==> config.mk <==
export PLATFORM = sky130hd
export DESIGN_NAME = cfl_sqrt
export DESIGN_NICKNAME = d
export VERILOG_FILES = /design/src/hw/rtl/cfl_time_step_minimum_assert.svh /design/src/hw/rtl/cfl_pkg.sv /design/src/hw/rtl/cfl_sqrt.sv
export SDC_FILE = /design/constraint.sdc
export NUM_CORES = 1
export LEC_CHECK = 0
export ABC_AREA = 1
export BUFFER_PORTS_ARGS = -buffer_cell sky130_fd_sc_hd__buf_4
export CORE_MARGIN = 4
export CORE_UTILIZATION = 60
export DETAILED_ROUTE_END_ITERATION = 16
export GPL_ROUTABILITY_DRIVEN = 0
export PLACE_DENSITY_LB_ADDON = 0.25
export SLEW_MARGIN = 20
export SYNTH_ARGS = -nofsm -noshare
export SYNTH_HDL_FRONTEND = slang
export SYNTH_SLANG_ARGS = --single-unit
export TNS_END_PERCENT = 50
==> constraint.sdc <==
create_clock -name clk -period 5.87 [get_ports clk]
set_clock_uncertainty 0.2 [all_clocks]
set_input_delay 0.587 -clock clk [delete_from_list [all_inputs] [get_ports clk]]
set_output_delay 0.587 -clock clk [all_outputs]
set_load 0.02 [all_outputs]
==> src/hw/rtl/cfl_time_step_minimum_assert.svh <==
// Assertion macros for the CFL time-step block.
`ifndef CFL_TIME_STEP_MINIMUM_ASSERT_SVH
`define CFL_TIME_STEP_MINIMUM_ASSERT_SVH
`define CFL_ASSERT_IMPL(lbl, a, c) \
  lbl: assert property (@(posedge clk) disable iff (!rst_n) (a) |-> (c)) \
    else $error("assertion failed");
`define CFL_ASSERT_NEXT(lbl, a, c) \
  lbl: assert property (@(posedge clk) disable iff (!rst_n) (a) |=> (c)) \
    else $error("assertion failed");
`endif

==> src/hw/rtl/cfl_pkg.sv <==
// Shared types and constants for the CFL time-step block.
package cfl_pkg;
  localparam int OUT_FRAC = 28;
  localparam logic [47:0] MIN_RESET = 48'd268435456000000;
  localparam logic [47:0] OUT_MAX = '1;
  localparam logic [31:0] GRAVITY_RESET = 32'd642908;
  localparam logic [1:0] REGION_WET = 2'd0;
  localparam logic [1:0] REGION_DRY = 2'd1;
  localparam logic [1:0] REGION_OTHER = 2'd2;
  localparam logic [1:0] REGION_SPARE = 2'd3;
  localparam logic CFG_GRAVITY = 1'b0;
  localparam logic CFG_ORDER = 1'b1;

  typedef enum logic [3:0] {
    ST_IDLE, ST_SQ_MAG, ST_SQRT_MAG, ST_DIV_SPEED, ST_SQ_CEL, ST_SQRT_CEL,
    ST_MUL_DEN, ST_DIV_LOCAL, ST_UPDATE, ST_OUT
  } cfl_state_t;

  typedef struct packed {
    logic start;
    logic done;
  } cfl_unit_ctl_t;
endpackage

==> src/hw/rtl/cfl_sqrt.sv <==
// Bit-serial integer square root, two radicand bits per cycle.
module cfl_sqrt (
  input  logic                 clk,
  input  logic                 rst_n,
  input  logic                 start,
  input  logic [63:0]          radicand,
  output cfl_pkg::cfl_unit_ctl_t ctl,
  output logic [31:0]          root
);
  import cfl_pkg::*;
  logic [63:0] rad_r, rad_nxt;
  logic [33:0] rem_r, rem_nxt;
  logic [31:0] root_r, root_nxt;
  logic [5:0] cnt_r, cnt_nxt;
  logic busy_r, busy_nxt, done_r, done_nxt;
  logic [35:0] shifted;
  logic [36:0] trial;

  always_comb begin
    rad_nxt = rad_r; rem_nxt = rem_r; root_nxt = root_r;
    cnt_nxt = cnt_r; busy_nxt = busy_r; done_nxt = 1'b0;
    shifted = {rem_r, rad_r[63:62]};
    trial = {1'b0, shifted} - {3'b000, root_r, 2'b01};
    if (start) begin
      rad_nxt = radicand; rem_nxt = '0; root_nxt = '0;
      cnt_nxt = 6'd0; busy_nxt = 1'b1;
    end else if (busy_r) begin
      rad_nxt = {rad_r[61:0], 2'b00};
      if (!trial[36]) begin
        rem_nxt = trial[33:0]; root_nxt = {root_r[30:0], 1'b1};
      end else begin
        rem_nxt = shifted[33:0]; root_nxt = {root_r[30:0], 1'b0};
      end
      cnt_nxt = cnt_r + 6'd1;
      if (cnt_r == 6'd31) begin
        busy_nxt = 1'b0; done_nxt = 1'b1;
      end
    end
  end

  always_ff @(posedge clk) begin
    rad_r <= rad_nxt; rem_r <= rem_nxt; root_r <= root_nxt; cnt_r <= cnt_nxt;
    if (!rst_n) begin
      busy_r <= 1'b0; done_r <= 1'b0;
    end else begin
      busy_r <= busy_nxt; done_r <= done_nxt;
    end
  end

  assign ctl.start = busy_r;
  assign ctl.done = done_r;
  assign root = root_r;
endmodule

Word level (Yosys, flattened, before mapping)
Cells that the tools add are included.

Reductions and logical operators: 2. Mux-type cells: 8. Add/subtract/negate cells: 2. Bitwise operators: 2. Eq/ne operators: 1.

Operators with widths (count): $mux W64 (2); $sub A36 B34 Y37 (1); $mux W34 (1); $add A6 B1 Y6 const B (1); $eq A6 B5 Y1 const B (1); $mux W1 (5); $reduce_or A3 Y1 (1); $not A1 Y1 (2); $reduce_bool A2 Y1 (1).

Bits of input ports: 67. Word-level logic and storage cells: 21. Register bits after elaboration: 138.

Depth between registers and ports, before layout
Depth after elaboration: 4. Depth in mapped cells: 17. Depth with buffers taken out: 16.

Worst setup path before layout
OpenSTA, ideal clock, no wires.

Kind: input to register. Start point: in start. End point: reg rad_r[0] (enable). Stages: 4. Path buffers: 2. Slack: 2259 ps. Required time: 5217 ps. Data arrival time: 2958 ps. Cell sequence: clkbuf_1 -> nor2_1 -> clkinv_1 -> clkbuf_1.

Longest elaborated chain between the ends: 1.

RTL lines: start: declaration (line cfl_sqrt.sv:5) `input logic start,`; $reduce_bool A2 Y1 (no source line); end signal: assignment (line cfl_sqrt.sv:42) `rad_r <= rad_nxt; rem_r <= rem_nxt; root_r <= root_nxt; cnt_r <= cnt_nxt;`; end: declaration (line cfl_sqrt.sv:11) `logic [63:0] rad_r, rad_nxt;`.

Every way passes these cells. A chain may end at the register's enable or synchronous reset.

Worst setup path in the final report
Start point: reg root_r[27] (netlist: root[27]). End point: reg rem_r[23].

Longest elaborated chain between the ends: 2.

RTL lines: start: declaration (line cfl_sqrt.sv:13) `logic [31:0] root_r, root_nxt;`; start signal: assignment (line cfl_sqrt.sv:42); $sub A36 B34 Y37 (line cfl_sqrt.sv:23) `trial = {1'b0, shifted} - {3'b000, root_r, 2'b01};`; $mux W34 (line cfl_sqrt.sv:29) `if (!trial[36]) begin`; end signal: assignment (line cfl_sqrt.sv:42); end: declaration (line cfl_sqrt.sv:12) `logic [33:0] rem_r, rem_nxt;`.

Every way passes these cells.

==> impl_metrics.ini <==
[status]
status = finished clean

[worst_setup_path]
worstSetupEndpointType = register
path_class = reg -> reg
rr_endpoint = rem_r[23]
worst-path-max-fanout = 39
cp-endpoint = rem_r[23]
slowest_stage = a21oi_4
path_cells = inv_1 -> ha_1 -> a21oi_1 -> o21ai_0 -> nand2_1 -> nand2_1 -> a21oi_4 -> nand2_4 -> nand2_2 -> nand2_1 -> o21ai_1 -> nand2_1
r2r_start = root[27]
cp_common_cell = nand2_1
reg2regPathDepth = 12
critPathMaxStageDelay_ns = 0.69
worstSetupStartpointType = register
r2r_slack_ns = 2.52
arrival_ns = 3.48
startpoint = root[27]
cp.required_ns = 5.99

[timing]
clock.fmax_ghz = 0.298
fin_crit_ns = 3.35
slew_viol_final = 0
hold_viol = 0
rsz0062_at_grt = no
fin_hold_ws_ns = 0.218
maxSlewHeadroom = 0.303
worst_slew_pin_slew_ns = 1.05
setup_viol = 0
fin_tns_setup_ns = 0
fin_crit_sh = 0.572

[routing]
drc = 0
post_drt_wl_per_cell_um = 13.9
antenna_left = 0
drt_iter0_drc = 619
dr.pass1.iters = 5
vias = 7683
wl_met1_um = 8460
top_layer = met4
via_per_inst = 5.29
route.met2.wl_um = 9850
totalWireLength_um = 20200
wl_met3_um = 1280

[synthesis]
syn_area_per_cell_um2 = 6.94
synth_edf_count = 64
ys_seq_area_frac = 0.416
synth_largest_area_cell = nand2_1
synth.most_common_cell = nand2_1
synthDistinctLibCells = 39
yosysWarnings = 0
synth-main-ff-cell = dfxtp_1
synth_seq_cells = 138
synthCells = 1178
synthArstFlopShare = 0
synth_area_leaders = nand2_1, edfxtp_1, dfxtp_1
synth_fp_nets = 1279
netlist_area_um2 = 8180
ys_top_cells_by_count = nand2_1, inv_1, dfxtp_1, nor2_1
post-synth-top-area-fraction = 0.240

[clock_tree]
clockRootBuffer = clkbuf_16
hold_buffers = 0
insertion_delay_ns = 0.43
cts.path.max_buffers = 2
h-tree-depth = 4
cts_tree = built
clk_pin_slew_worst_paths_ns = 0.07
post_cts_resized = 0
numCtsBuffers = 17
cts_setup_buffers = 0
numClockSinks = 138

[floorplan]
die_x_um = 125
core_um2 = 13300
rows = 42
pin_count = 101
die-height_um = 125
fp.dieArea_um2 = 15600
start_util = 0.615

[place]
place_area_um2 = 8990
port_buffers = 100
dpl.hpwl_um = 13900
dp.cells = 1420

[cells_and_area]
nNetsFinal = 1364
area_growth_pct = 18.1
drive_gt1_frac = 0.124
antenna_cells = 0
instances_no_fill = 1452
final_area_um2 = 9660

[worst_hold_path]
hp-class = in -> reg

[global_routing]
grt_pass1_wl_um = 33000
grt_pass1_vias = 7409
gr-usage-all-layers = 0.257
antenna_found_initial = 0
grt_overflow_total = 0
grt_max_degree = 90

[job]
cap_violations = 0
==> routing by layer <==
layer  vias to the layer above  track usage
li1                       3891            -
met1                      3468        0.306
met2                       279        0.439
met3                        45       0.0665
met4                         0        0.108
met5                         -            0
==> layout make-up <==
class	instances	area (µm²)
well taps	176	220
flip-flops and latches	138	3400
repair buffers	103	773
clock buffers	21	450
fillers	1088	3630
clock inverters	11	218
inverters	158	594
multi-input cells	845	4000
==> stage by stage <==
stage	setup slack, ns	util
3_3_place_gp	1.65	0.676
3_5_place_dp	1.53	0.676
2_1_floorplan	2.26	-
4_1_cts	1.98	0.727
5_1_grt	2.28	0.727
6_report	2.52	0.727
==> kinds of logic (layout without fill, tap and decap cells) <==
logic type      Yosys count  count (layout)  synth area share
fa+ha+maj                34              34            0.0520
simple gates            705             705             0.355
flops                   138             138             0.416
xor+xnor                 15              15            0.0161
buf+inv                 195             293            0.0950
compound gates           91              91            0.0659
==> placed cells by master, fill, tap and decap left out, drive strengths merged <==
master,Yosys,final
o21ai,26,26
ha,34,34
o21bai,6,6
nor4,1,1
a21oi,24,24
nand4,10,10
a21boi,1,1
a211oi,1,1
edfxtp,64,64
nor3b,1,1
nor2,71,71
o211ai,1,1
clkinv,2,4
bufinv,0,6
xnor2,3,3
dfxtp,74,74
a22o,1,1
nor3,10,10
clkbuf,23,21
nand2,528,528
xor2,12,12
buf,14,103
inv,156,158
nand3b,8,8
nand3,74,74
or2,2,2
clkinvlp,0,1
o22ai,31,31
==> worst min-delay path by stage <==
stage | from | end | slack [ns] | cells past startpoint
floorplan | rem_r[33] | rem_r[33] | 0.22 | 2
global placement | rem_r[32] | rem_r[32] | 0.23 | 2
detailed placement | rem_r[33] | rem_r[33] | 0.24 | 2
CTS | radicand[1] | rad_r[1] | 0.21 | 3
global route | radicand[1] | rad_r[1] | 0.22 | 3
finish | radicand[1] | rad_r[1] | 0.22 | 3
==> worst max-delay path: cells and delay by family (launching register included) <==
kind,cells,cell delay (ns)
AOI/OAI and AO/OA,4,1.17
adders and majority gates,1,0.36
buffers and inverters,1,0.07
DFF,1,0.34
and+or+nand+nor,6,1.08
==> registers in the layout, summed over array words and instances, names as in the netlist <==
register  cells
root         32
cnt_r         6
busy_r        1
rad_r        64
done_r        1
rem_r        34
Power is left out: the tool's default activity adds up to more than one toggle a clock period on the data nets, which glitch-free logic cannot reach.
