## src/hw/rtl/cfl_time_step_minimum_assert.svh

```systemverilog
// Assertion macros for the CFL time-step block.
`ifndef CFL_TIME_STEP_MINIMUM_ASSERT_SVH
`define CFL_TIME_STEP_MINIMUM_ASSERT_SVH
`define CFL_ASSERT_IMPL(lbl, a, c) \
  lbl: assert property (@(posedge clk) disable iff (!rst_n) (a) |-> (c)) \
    else $error("assertion failed");
`define CFL_ASSERT_NEXT(lbl, a, c) \
  lbl: assert property (@(posedge clk) disable iff (!rst_n) (a) |=> (c)) \
    else $error("assertion failed");
`endif

```

## src/hw/rtl/cfl_pkg.sv

```systemverilog
// Shared types and constants for the CFL time-step block.
package cfl_pkg;
  localparam int OUT_FRAC = 28;
  localparam logic [47:0] MIN_RESET = 48'd268435456000000;
  localparam logic [47:0] OUT_MAX = '1;
  localparam logic [31:0] GRAVITY_RESET = 32'd642908;
  localparam logic [1:0] REGION_WET = 2'd0;
  localparam logic [1:0] REGION_DRY = 2'd1;
  localparam logic [1:0] REGION_OTHER = 2'd2;
  localparam logic [1:0] REGION_SPARE = 2'd3;
  localparam logic CFG_GRAVITY = 1'b0;
  localparam logic CFG_ORDER = 1'b1;

  typedef enum logic [3:0] {
    ST_IDLE, ST_SQ_MAG, ST_SQRT_MAG, ST_DIV_SPEED, ST_SQ_CEL, ST_SQRT_CEL,
    ST_MUL_DEN, ST_DIV_LOCAL, ST_UPDATE, ST_OUT
  } cfl_state_t;

  typedef struct packed {
    logic start;
    logic done;
  } cfl_unit_ctl_t;
endpackage

```

## src/hw/rtl/cfl_div.sv

```systemverilog
// Bit-serial restoring divider: 64-bit dividend, DVS_W-bit divisor, one bit per cycle.
module cfl_div #(
  parameter int DVS_W = 54
) (
  input  logic                 clk,
  input  logic                 rst_n,
  input  logic                 start,
  input  logic [63:0]          dividend,
  input  logic [DVS_W-1:0]     divisor,
  output cfl_pkg::cfl_unit_ctl_t ctl,
  output logic [63:0]          quotient
);
  import cfl_pkg::*;
  logic [63:0] quo_r, quo_nxt;
  logic [DVS_W-1:0] rem_r, rem_nxt;
  logic [DVS_W-1:0] dvs_r, dvs_nxt;
  logic [6:0] cnt_r, cnt_nxt;
  logic busy_r, busy_nxt, done_r, done_nxt;
  logic [DVS_W+1:0] trial;
  logic [DVS_W:0] shifted;

  always_comb begin
    quo_nxt = quo_r; rem_nxt = rem_r; dvs_nxt = dvs_r;
    cnt_nxt = cnt_r; busy_nxt = busy_r; done_nxt = 1'b0;
    shifted = {rem_r, quo_r[63]};
    trial = {1'b0, shifted} - {2'b00, dvs_r};
    if (start) begin
      quo_nxt = dividend; rem_nxt = '0; dvs_nxt = divisor;
      cnt_nxt = '0; busy_nxt = 1'b1;
    end else if (busy_r) begin
      if (!trial[DVS_W+1]) begin
        rem_nxt = trial[DVS_W-1:0]; quo_nxt = {quo_r[62:0], 1'b1};
      end else begin
        rem_nxt = shifted[DVS_W-1:0]; quo_nxt = {quo_r[62:0], 1'b0};
      end
      cnt_nxt = cnt_r + 7'd1;
      if (cnt_r == 7'd63) begin
        busy_nxt = 1'b0; done_nxt = 1'b1;
      end
    end
  end

  always_ff @(posedge clk) begin
    quo_r <= quo_nxt; rem_r <= rem_nxt; dvs_r <= dvs_nxt; cnt_r <= cnt_nxt;
    if (!rst_n) begin
      busy_r <= 1'b0; done_r <= 1'b0;
    end else begin
      busy_r <= busy_nxt; done_r <= done_nxt;
    end
  end

  assign ctl.start = busy_r;
  assign ctl.done = done_r;
  assign quotient = quo_r;
endmodule

```

## config.mk

```make
export PLATFORM = sky130hd
export DESIGN_NAME = cfl_div
export DESIGN_NICKNAME = d
export VERILOG_FILES = /design/src/hw/rtl/cfl_time_step_minimum_assert.svh /design/src/hw/rtl/cfl_pkg.sv /design/src/hw/rtl/cfl_div.sv
export SDC_FILE = /design/constraint.sdc
export NUM_CORES = 1
export LEC_CHECK = 0
export BUFFER_PORTS_ARGS = -buffer_cell sky130_fd_sc_hd__buf_2
export CAP_MARGIN = 0
export CORE_ASPECT_RATIO = 1.75
export CORE_MARGIN = 2
export CORE_UTILIZATION = 61
export DETAILED_ROUTE_END_ITERATION = 16
export HOLD_SLACK_MARGIN = 0.05
export PLACE_DENSITY = 0.86
export SLEW_MARGIN = 25
export SYNTH_ARGS = -nofsm -noshare
export SYNTH_HDL_FRONTEND = slang
export SYNTH_SLANG_ARGS = --single-unit
```

## constraint.sdc

```tcl
create_clock -name clk -period 4.55 [get_ports clk]
set_input_delay 0.2275 -clock clk [delete_from_list [all_inputs] [get_ports clk]]
set_output_delay 0.2275 -clock clk [all_outputs]
set_load 0.02 [all_outputs]
```

# Yosys cells after proc, flatten, opt, wreduce, memory -nomap -nowiden
# Cells that the tools add are included.
word_totals:
  ff_bits: 181
  input_bits: 121
  out_inout_bits: 66
  elab_cells: 21
classes:
  n_addsub: 2
  n_eq_ne: 1
  muxes: 8
  bitwise_logic: 2
  n_reduce_logical: 2
op_table:
  columns: ["operator", "n"]
  rows:
  - ["2-to-1 mux 64 bit", 2]
  - ["subtractor 55 x 54 -> 56 bit", 1]
  - ["2-to-1 mux 54 bit", 1]
  - ["adder 7 x 1 -> 7 bit, second input constant", 1]
  - ["equality test 7 x 6 -> 1 bit, second input constant", 1]
  - ["2-to-1 mux 1 bit", 5]
  - ["OR reduction 3 bit", 1]
  - ["NOT 1 bit", 2]
  - ["nonzero test 2 bit", 1]

# Depth between registers and ports, before layout
# Gate-level depths: netlist of the first run.
logic_depth:
  depth_word: 4
  ltp_mapped: 14
  ltp_nobuf: 14

# Worst setup path before layout of the first run
# OpenSTA, ideal clock, no wires.
synth_timing:
  kind: "reg2reg"
  from: "register quo_r[63], in the netlist quotient[63]"
  to: "register rem_r[26]"
  t_arrival_ns: 2.965
  required_ns: 4.464
  setup_slack_ns: 1.499
  stages_incl_launch_ff: 15
  path_buffers: 0
  cell_sequence: "edfxtp_1 -> inv_1 -> ha_1 -> inv_1 -> fa_1 -> a21oi_1 -> nor2_1 -> nor2_1 -> o31ai_1 -> a21o_1 -> a2111o_1 -> and3_1 -> a31oi_1 -> a31oi_1 -> a211oi_1"
synth_between:
  elab_chain_len: 2
synth_rtl:
  columns: ["item", "line", "source"]
  rows:
  - ["from (decl)", "cfl_div.sv:14", "logic [63:0] quo_r, quo_nxt;"]
  - ["from (signal assigned)", "cfl_div.sv:44", "quo_r <= quo_nxt; rem_r <= rem_nxt; dvs_r <= dvs_nxt; cnt_r <= cnt_nxt;"]
  - ["subtractor 55 x 54 -> 56 bit", "cfl_div.sv:26", "trial = {1'b0, shifted} - {2'b00, dvs_r};"]
  - ["2-to-1 mux 54 bit", "cfl_div.sv:31", "if (!trial[DVS_W+1]) begin"]
  - ["to (signal assigned)", "cfl_div.sv:44", null]
  - ["to (decl)", "cfl_div.sv:15", "logic [DVS_W-1:0] rem_r, rem_nxt;"]
# Every way passes these cells.
# A chain may end at the register's enable or synchronous reset.

# Worst setup path after layout of the first run
layout_timing:
  from: "register dvs_r[20]"
  to: "register rem_r[46]"
layout_between:
  elab_chain_len: 2
layout_rtl:
  columns: ["item", "line", "source"]
  rows:
  - ["from (decl)", "cfl_div.sv:16", "logic [DVS_W-1:0] dvs_r, dvs_nxt;"]
  - ["from (signal assigned)", "cfl_div.sv:44", null]
  - ["subtractor 55 x 54 -> 56 bit", "cfl_div.sv:26", null]
  - ["2-to-1 mux 54 bit", "cfl_div.sv:31", null]
# Every way passes these cells.

==> results of run 1 <==
-- final timing paths --
kind / start / to / cells after the start / slack (ns)
max: dvs_r[20] / rem_r[46] / 12 / 1.12
min reg2reg: rem_r[13] / rem_r[14] / 2 / 0.50
max reg2reg: dvs_r[20] / rem_r[46] / 12 / 1.12
min: dividend[0] / quotient[0] / 3 / 0.07
-- worst max-delay path, stage by stage, from the launching register on --
cell and delay (ns):
edfxtp_1 0.39, inv_1 0.10, ha_1 0.32, and2_1 0.19
a221o_1 0.37, nor3b_2 0.17, o21ai_1 0.13, o31ai_2 0.40
a21o_2 0.48, buf_12 0.27, a21oi_1 0.10, a211oi_1 0.27
o31a_1 0.18
-- final cells by class --
class / count / area, um^2 / area share, %
Antenna cell: 2 / 5.00 / 0.0398
Clock buffer: 19 / 433 / 3.44
Clock inverter: 13 / 115 / 0.915
Inverter: 65 / 244 / 1.94
Multi-Input combinational cell: 747 / 5120 / 40.7
Sequential cell: 181 / 4810 / 38.2
Tap cell: 227 / 284 / 2.26
Timing Repair Buffer: 247 / 1570 / 12.5
-- cells by family (layout without fill, tap and decap cells) --
group / count (synthesis) / in the layout
AOI/OAI and AO/OA: 253 / 253
DFF: 181 / 181
buffers and inverters: 124 / 344
other: 0 / 2
adders and majority gates: 56 / 56
muxes: 71 / 71
xor gates and xnor gates: 50 / 50
and+or+nand+nor: 317 / 317
-- cell usage after synthesis (all sizes together) (4+ instances only) --
| library cell | n | share of area [%] |
|---|---|---|
| nand4 | 13 | 0.78 |
| xor2 | 18 | 1.5 |
| a31oi | 13 | 0.78 |
| or3 | 8 | 0.48 |
| o21a | 11 | 0.80 |
| buf | 21 | 1.4 |
| and3 | 10 | 0.60 |
| nand2 | 134 | 4.8 |
| o31ai | 4 | 0.38 |
| mux2 | 64 | 6.9 |
| o211ai | 6 | 0.43 |
| nor3 | 10 | 0.53 |
| edfxtp | 118 | 34 |
| a311oi | 32 | 2.9 |
| a21o | 28 | 2.0 |
| clkbuf | 38 | 1.4 |
| o21bai | 9 | 0.65 |
| ha | 55 | 6.6 |
| a211oi | 21 | 1.7 |
| nor2 | 93 | 3.3 |
| dfxtp | 63 | 12 |
| nand3 | 22 | 1.1 |
| inv | 65 | 2.3 |
| a21boi | 5 | 0.36 |
| o21ai | 38 | 1.9 |
| and2 | 6 | 0.36 |
| a21oi | 63 | 3.1 |
| mux2i | 7 | 0.67 |
| nor2b | 9 | 0.54 |
| xnor2 | 32 | 2.7 |
-- sequential cells by signal, summed over array words and instances, names as in the netlist --
register  flops
done_r        1
dvs_r        54
rem_r        54
cnt_r         7
busy_r        1
quotient     64
-- power by group through the flow --
stage / sequential [W] / combinational [W] / clock, W
floorplan: 0.00209 / 0.000717 / 0
global placement: 0.00202 / 0.00105 / 0
detailed placement: 0.00203 / 0.00108 / 0
CTS: 0.00200 / 0.00112 / 0.00141
global route: 0.00202 / 0.00125 / 0.00147
finish: 0.00201 / 0.00115 / 0.00139
-- through the flow --
| stage | total power (W) | setup slack (ns) | instances | cell area (um^2) |
|---|---|---|---|---|
| detailed placement | 0.00311 | 1.19 | 1412 | 11500 |
| global placement | 0.00307 | 1.32 | 1412 | 11500 |
| CTS | 0.00453 | 1.17 | 1499 | 12600 |
| finish | 0.00455 | 1.12 | 1501 | 12600 |
| global route | 0.00473 | 0.906 | 1501 | 12600 |
| floorplan | 0.00281 | 1.50 | 1052 | 10500 |
-- routing by layer --
| metal | global-route usage, % | wire length, um |
|---|---|---|
| met2 | 57.3 | 15600 |
| met1 | 32.1 | 9810 |
| met5 | 0 | 0 |
| met3 | 6.52 | 1450 |
| met4 | 17.2 | 1420 |
==> flow_summary.ini, run 1 <==
[status]
status = complete, no violations

[yosys]
synthMuxAreaShare_pct = 7.56
synthSimpleGateAreaFrac_pct = 13.3
postSynthCellCount = 1052
synth-compound-area-share_pct = 17.1
syn_area_um2 = 10500
ys.flop_type = edfxtp_1
ys_seq_area_share_pct = 46.0
yosysUniqueCellTypes = 66
syn-num-nets = 1229
syn_area_per_cell_um2 = 9.94
synth_top_family_by_area = compound AO/OA/AOI/OAI gates
async_reset_ff_share_pct = 0
synthAdderAreaFrac_pct = 6.77
synth-seq-cells = 181
ys_warn_count = 0
synth_edf_count = 118
synth-xor-area-share_pct = 4.19

[cells_and_area]
final_cell_mix = buf_2 (185), nand2_1 (133), edfxtp_1 (118), nor2_1 (93), inv_1 (65)
finish.utilization_pct = 74.6
final_common_cell = buf_2
final_nets = 1436
drive_above_1_share_pct = 24.4
fillers = 1209
syn2layout_area_growth_pct = 20.3

[die]
start_util_pct = 62.0
die_y_um = 177
die_area_um2 = 18200
row_count = 63
die_w_um = 103
num_io_pins = 187
core-area_um2 = 16900

[route]
post_drt_wl_per_cell_um = 18.8
via_count = 9071
drt_iter0_drc = 537
ant_nets = 0
vias_per_cell = 6.04
dr.pass1.iters = 5
wirelength_um = 28300
post-route-drc-count = 0

[cts]
clk_latency_ns = 0.45
clkTransAtPathRegs_ns = 0.08
cts_max_level = 4
cts_num_sinks = 181
clockBufferDepth = 2
cts_tree = yes
numCtsBuffers = 17
clockRootBuffer = clkbuf_16
cts.repair.resized = 0
hold_buffers = 55
post-cts-setup-buffers = 0

[timing]
hold_viol = 0
slew_headroom_pct = 34.4
setup_viol = 0
fin_setup_tns_ns = 0
skew_ns = 0.0140
slew_violations = 0
rsz0062_at_grt = false
worstMarginPinSlew_ns = 0.984
holdWs_ns = 0.0743
period_minus_slack_ns = 3.43
finalCritPeriodShare_pct = 75.3
fmax_mhz = 292

[grt]
grt.total_usage_pct = 31.3
antenna_found_initial = 2
grt_pass1_wl_um = 44400
grt_max_degree = 143
grt_overflow = 0
grt_pass1_vias = 9253

[place]
port_buffers = 186
gp_congestion = 0.941
hpwl_um = 18800

[setup_path]
critPathCaptureType = register
startpoint_type = register
crit_required_ns = 4.94
critPathKind = register to register
path_max_fanout = 41
arrival_ns = 3.81

[power]
cellPowerDensity_nw_per_um2 = 361
ir_drop_mv = 0.403
p_sw_w = 0.00145
clkPwrFrac_pct = 30.7
p_leak_nw = 5.32
swShare_pct = 31.8
pwr-share-seq_pct = 44.1
internal-power_w = 0.00310
power_frac_comb_pct = 25.2

[run]
drv_cap = 0

[min_path]
hold_class = input pin to register
(Power assumes the default switching activity.)
==> run 2, diff against run 1 <==
--- a/config.mk
+++ b/config.mk
@@ -9,10 +9,10 @@
 export CAP_MARGIN = 0
 export CORE_ASPECT_RATIO = 1.75
 export CORE_MARGIN = 2
-export CORE_UTILIZATION = 61
+export CORE_UTILIZATION = 51
 export DETAILED_ROUTE_END_ITERATION = 16
 export HOLD_SLACK_MARGIN = 0.05
-export PLACE_DENSITY = 0.86
+export PLACE_DENSITY = 0.77
 export SLEW_MARGIN = 25
 export SYNTH_ARGS = -nofsm -noshare
 export SYNTH_HDL_FRONTEND = slang
==> constraint.sdc (replaced) <==
create_clock -name clk -period 3 [get_ports clk]
set_input_delay 0.15 -clock clk [delete_from_list [all_inputs] [get_ports clk]]
set_output_delay 0.15 -clock clk [all_outputs]
set_load 0.02 [all_outputs]
==> run 2 against run 1 <==
Effect of this change: critical path depth decreased by 1; wire length increased by 7.9%; cell count increased by 9.5%; final area increased by 12%; die area increased by 19%; critical path type unchanged; setup slack got worse by 1.1 ns; total power increased by 61%; fmax increased by 15%; sequential share of layout area decreased by 4.2 points; clock-buffer cell count unchanged; sequential cell count unchanged.
==> flow_summary.ini, run 2 (synthesis results as in run 1) <==
[route]
drt_iter0_drc = 548
via_count = 9359
dr.pass1.iters = 5
post-route-drc-count = 0
ant_nets = 0
vias_per_cell = 5.70
post_drt_wl_per_cell_um = 18.6
wirelength_um = 30500

[timing]
fin_ws_ns = 0.0312
worstMarginPinSlew_ns = 0.622
skew_ns = 0.0121
fmax_mhz = 337
slew_headroom_pct = 58.5
period_minus_slack_ns = 2.97
rsz0062_at_grt = true
hold_viol = 0
finalCritPeriodShare_pct = 99.0
slew_violations = 0
setup_viol = 0

[place]
placed_cells = 1470
hpwl_um = 19400
gp_congestion = 0.953
pre_cts_ws_ns = -0.00644
port_buffers = 186
dpl-instance-area_um2 = 11800

[cells_and_area]
final_cell_mix = buf_2 (185), nand2_1 (133), edfxtp_1 (118), dlygate4sd3_1 (118), nor2_1 (90)
multi_input_area_um2 = 5430
fillers = 1492
layout.cells.non_filler = 1643
syn2layout_area_growth_pct = 35.3
regArea_um2 = 4810
final_nets = 1558
final_common_cell = buf_2
finish.utilization_pct = 70.0
largest_reg_flops = 64
finalInstanceArea_um2 = 14100
drive_above_1_share_pct = 29.3

[setup_path]
r2r_slack_ns = 0.03
crit_required_ns = 3.36
reg2reg_to = rem_r[3]
rr_worst_depth = 11
path_max_fanout = 6
reg2reg_from = dvs_r[13]
critPathKind = register to register
critPathCaptureType = register
startpoint_type = register
arrival_ns = 3.33

[grt]
grt_pass1_vias = 9610
antenna_found_initial = 1
grt_max_degree = 73
grt.total_usage_pct = 26.8
grt_pass1_wl_um = 46800
grt_overflow = 0

[power]
pwr-share-seq_pct = 41.5
p_leak_nw = 5.99
power_frac_comb_pct = 28.0
internal-power_w = 0.00500
p_sw_w = 0.00233
swShare_pct = 31.8
cellPowerDensity_nw_per_um2 = 518
finalPower_w = 0.00733
clkPwrFrac_pct = 30.5
ir_drop_mv = 0.457

[run]
drv_cap = 0

[min_path]
hold_depth = 3
min_to = quotient[0]
worstHoldStart = dividend[0]
hold_class = input pin to register

[status]
status = complete, no violations

[cts]
cts_tree = yes
numCtsBuffers = 17
clkTransAtPathRegs_ns = 0.08
clk_latency_ns = 0.45
cts_num_sinks = 181
clockRootBuffer = clkbuf_16
clockBufferDepth = 2
cts_max_level = 4

[die]
num_io_pins = 187
core-area_um2 = 20200
die_w_um = 112
die_y_um = 193
die_area_um2 = 21700
row_count = 69
start_util_pct = 51.7
==> run 2: power groups by stage <==
stage               sequential, W  clock (W)  combinational [W]
floorplan                 0.00317          0            0.00109
global placement          0.00307          0            0.00171
detailed placement        0.00308          0            0.00173
CTS                       0.00302    0.00226            0.00186
global route              0.00306    0.00235            0.00222
finish                    0.00304    0.00224            0.00205
==> run 2: area by class of cell <==
type,count,area share (%)
Timing Repair Buffer,368,19.7
Tap cell,248,2.19
Multi-Input combinational cell,748,38.4
Clock inverter,13,0.973
Inverter,65,1.73
Antenna cell,1,0.0177
Clock buffer,19,3.06
Sequential cell,181,34.0
==> run 2: how the worst max path moves through the flow <==
stage                       from        end  slack, ns  cells past startpoint
CTS                 quotient[63]  rem_r[26]       0.02                     14
global route           dvs_r[10]  rem_r[47]      -0.10                     12
finish                 dvs_r[13]   rem_r[3]       0.03                     11
detailed placement     dvs_r[13]  rem_r[50]     -0.006                     14
global placement       dvs_r[13]  rem_r[50]       0.01                     14
floorplan           quotient[63]  rem_r[26]     0.0005                     14
==> run 2: per-stage QoR <==
stage	hold slack [ns]	setup TNS (ns)
6_report	0.0538	0
5_1_grt	0.0746	-0.928
4_1_cts	0.0656	0
3_5_place_dp	0.328	-0.00644
3_3_place_gp	0.326	0
2_1_floorplan	0.249	0
==> run 2: critical path: stages (launching register included) <==
cell,delay [ns]
edfxtp_1,0.35
inv_2,0.05
ha_4,0.29
nand4_1,0.21
nor3_2,0.32
o311ai_4,0.17
a211oi_4,0.31
o31ai_4,0.14
a21o_4,0.30
clkbuf_16,0.16
or3_4,0.37
a311oi_2,0.24
==> run 2: what timing repair did <==
action | CTS | global route
buffers inserted | 0 | 16
pin swaps | 1 | 32
gates cloned | 0 | 6
hold buffers | 118 | 0
endpoints found under the setup margin | 3 | 55
resized for setup | 2 | 56
endpoints found under the hold margin | 119 | 0
==> run 2: layer usage <==
metal | share of wire (%) | vias up | track usage [%]
li1 | - | 4469 | -
met1 | 35 | 4457 | 26.9
met2 | 56 | 323 | 51.4
met3 | 4.4 | 110 | 5.26
met4 | 4.8 | 0 | 13.1
met5 | 0 | - | 0
==> run 3, diff against run 2 <==
==> constraint.sdc (replaced) <==
create_clock -name clk -period 3 [get_ports clk]
set_input_delay 0.45 -clock clk [delete_from_list [all_inputs] [get_ports clk]]
set_output_delay 0.45 -clock clk [all_outputs]
set_load 0.02 [all_outputs]
==> run 3 against run 2 <==
Effect of this change: sequential cell count did not move; combinational power decreased by 5%; sequential share of layout area increased by 2.9 points; die area is the same; global-route usage down 2.6 points; worst hold slack better by 0.12 ns; clock power about the same; cell count decreased by 7.8%; fmax decreased by 0.85%; setup slack lost 0.025 ns; via count decreased by 4.5%.
==> flow_summary.ini, run 3 (synthesis results as in run 1) <==
[cts]
numCtsBuffers = 17
clkTransAtPathRegs_ns = 0.07
clockBufferDepth = 2
cts_tree = yes
hold_buffers = 0
cts_num_sinks = 181
clk_latency_ns = 0.45
cts_max_level = 4
clockRootBuffer = clkbuf_16

[setup_path]
startpoint_type = register
crit_required_ns = 3.36
arrival_ns = 3.36
path_max_fanout = 7
critPathCaptureType = register
critPathKind = register to register

[grt]
use_met2_pct = 44.8
busiest_layer = met2
grt_max_degree = 59
grt.total_usage_pct = 24.2
grt_use_met3_pct = 4.54
use_met1_pct = 25.2
grt_pass1_vias = 8882
antenna_found_initial = 0
grt_overflow = 0
grt_pass1_wl_um = 42300

[route]
wirelength_um = 28000
ant_nets = 0
dr.pass1.iters = 7
drt_iter0_drc = 559
post_drt_wl_per_cell_um = 18.5
vias_per_cell = 5.90
via_count = 8934
post-route-drc-count = 0

[timing]
fmax_mhz = 334
period_minus_slack_ns = 2.99
rsz0062_at_grt = true
worstMarginPinSlew_ns = 0.676
slew_headroom_pct = 54.9
hold_viol = 0
skew_ns = 0.00918
slew_violations = 0
fin_ws_ns = 0.00590
setup_viol = 0
finalCritPeriodShare_pct = 99.8

[die]
num_io_pins = 187
die_area_um2 = 21700
die_y_um = 193
start_util_pct = 51.7
die_w_um = 112
row_count = 69
core-area_um2 = 20200

[power]
finalPower_w = 0.00724
ir_drop_mv = 0.472
p_leak_nw = 5.45
cellPowerDensity_nw_per_um2 = 556

[cells_and_area]
largest_reg_flops = 64
drive_above_1_share_pct = 33.7
syn2layout_area_growth_pct = 24.6
antennaDiodeCount = 0
final_common_cell = buf_2
final_cell_mix = buf_2 (185), nand2_1 (128), edfxtp_1 (118), nor2_1 (89), mux2_2 (64)
fillers = 1629
final_nets = 1431

[status]
status = complete, no violations

[min_path]
hold_class = input pin to register

[place]
pre_cts_ws_ns = -0.0346
port_buffers = 186
hpwl_um = 19700
gp_congestion = 0.963

[run]
drv_cap = 0
## run 3: cell count changes in the layout (fill, tap and decap cells not counted), sizes merged
cell         delta
diode           -1
buf             -8
clkinvlp        +2
clkbuf          -1
dlygate4sd3   -118
a21oi           -1
inv             -1
## run 3: repair_timing
item,4_1_cts,5_1_grt
endpoints found under the setup margin,4,55
gates resized for setup,3,81
buffers inserted,0,8
cloned,0,5
pin swaps,1,28
## run 3: worst paths after layout
kind	from	endpoint	slack, ns	depth (start not counted)
hold reg to reg	rem_r[35]	rem_r[35]	0.51	2
setup reg to reg	dvs_r[1]	rem_r[50]	0.006	15
hold / removal	divisor[7]	dvs_r[7]	0.17	1
setup / recovery	dvs_r[1]	rem_r[50]	0.006	15
## run 3: cell type report
type	instances	area, um^2	area share [%]
clock inverter	14	158	1.21
clock buffer	18	439	3.37
tap	248	310	2.38
multi-input combinational	747	5530	42.4
inverter	65	244	1.87
sequential	181	4810	36.9
timing repair buffer	242	1540	11.8
## run 3: routing by layer
metal	vias up	routed length, um	part of all wire [%]
li1	4221	-	-
met1	4216	9940	36
met2	363	15000	54
met3	134	1400	5.0
met4	0	1580	5.6
met5	-	0	0
## run 3: per-stage QoR
stage                     TNS [ns]  std cells  hold WS [ns]  cell area, um^2  utilization, %
after floorplan                  0       1052         0.454            10500               -
after global placement     -0.0114       1470         0.469            11800            58.6
after detailed placement   -0.0839       1470         0.484            11800            58.6
after CTS                        0       1502         0.160            12400            61.6
after global routing         -1.03       1515         0.161            13000            64.5
final                            0       1515         0.174            13000            64.5
## run 3: critical path, stage by stage (launching register included)
cell and delay (ns):
edfxtp_1 0.38, inv_2 0.10, ha_4 0.20, nor2b_4 0.12, o31a_1 0.36, o311ai_4 0.35, a211oi_4 0.12, o31ai_2 0.26
buf_4 0.17, buf_6 0.09, a21oi_4 0.05, buf_12 0.16, buf_6 0.12, nand3_2 0.06, o211ai_1 0.10, o32ai_2 0.26
## run 3: report_power, final
part           total, W  internal (W)  switching [W]
clock           0.00227       0.00121        0.00107
sequential      0.00303       0.00290       0.000128
combinational   0.00194      0.000825        0.00111
total           0.00724       0.00493        0.00231
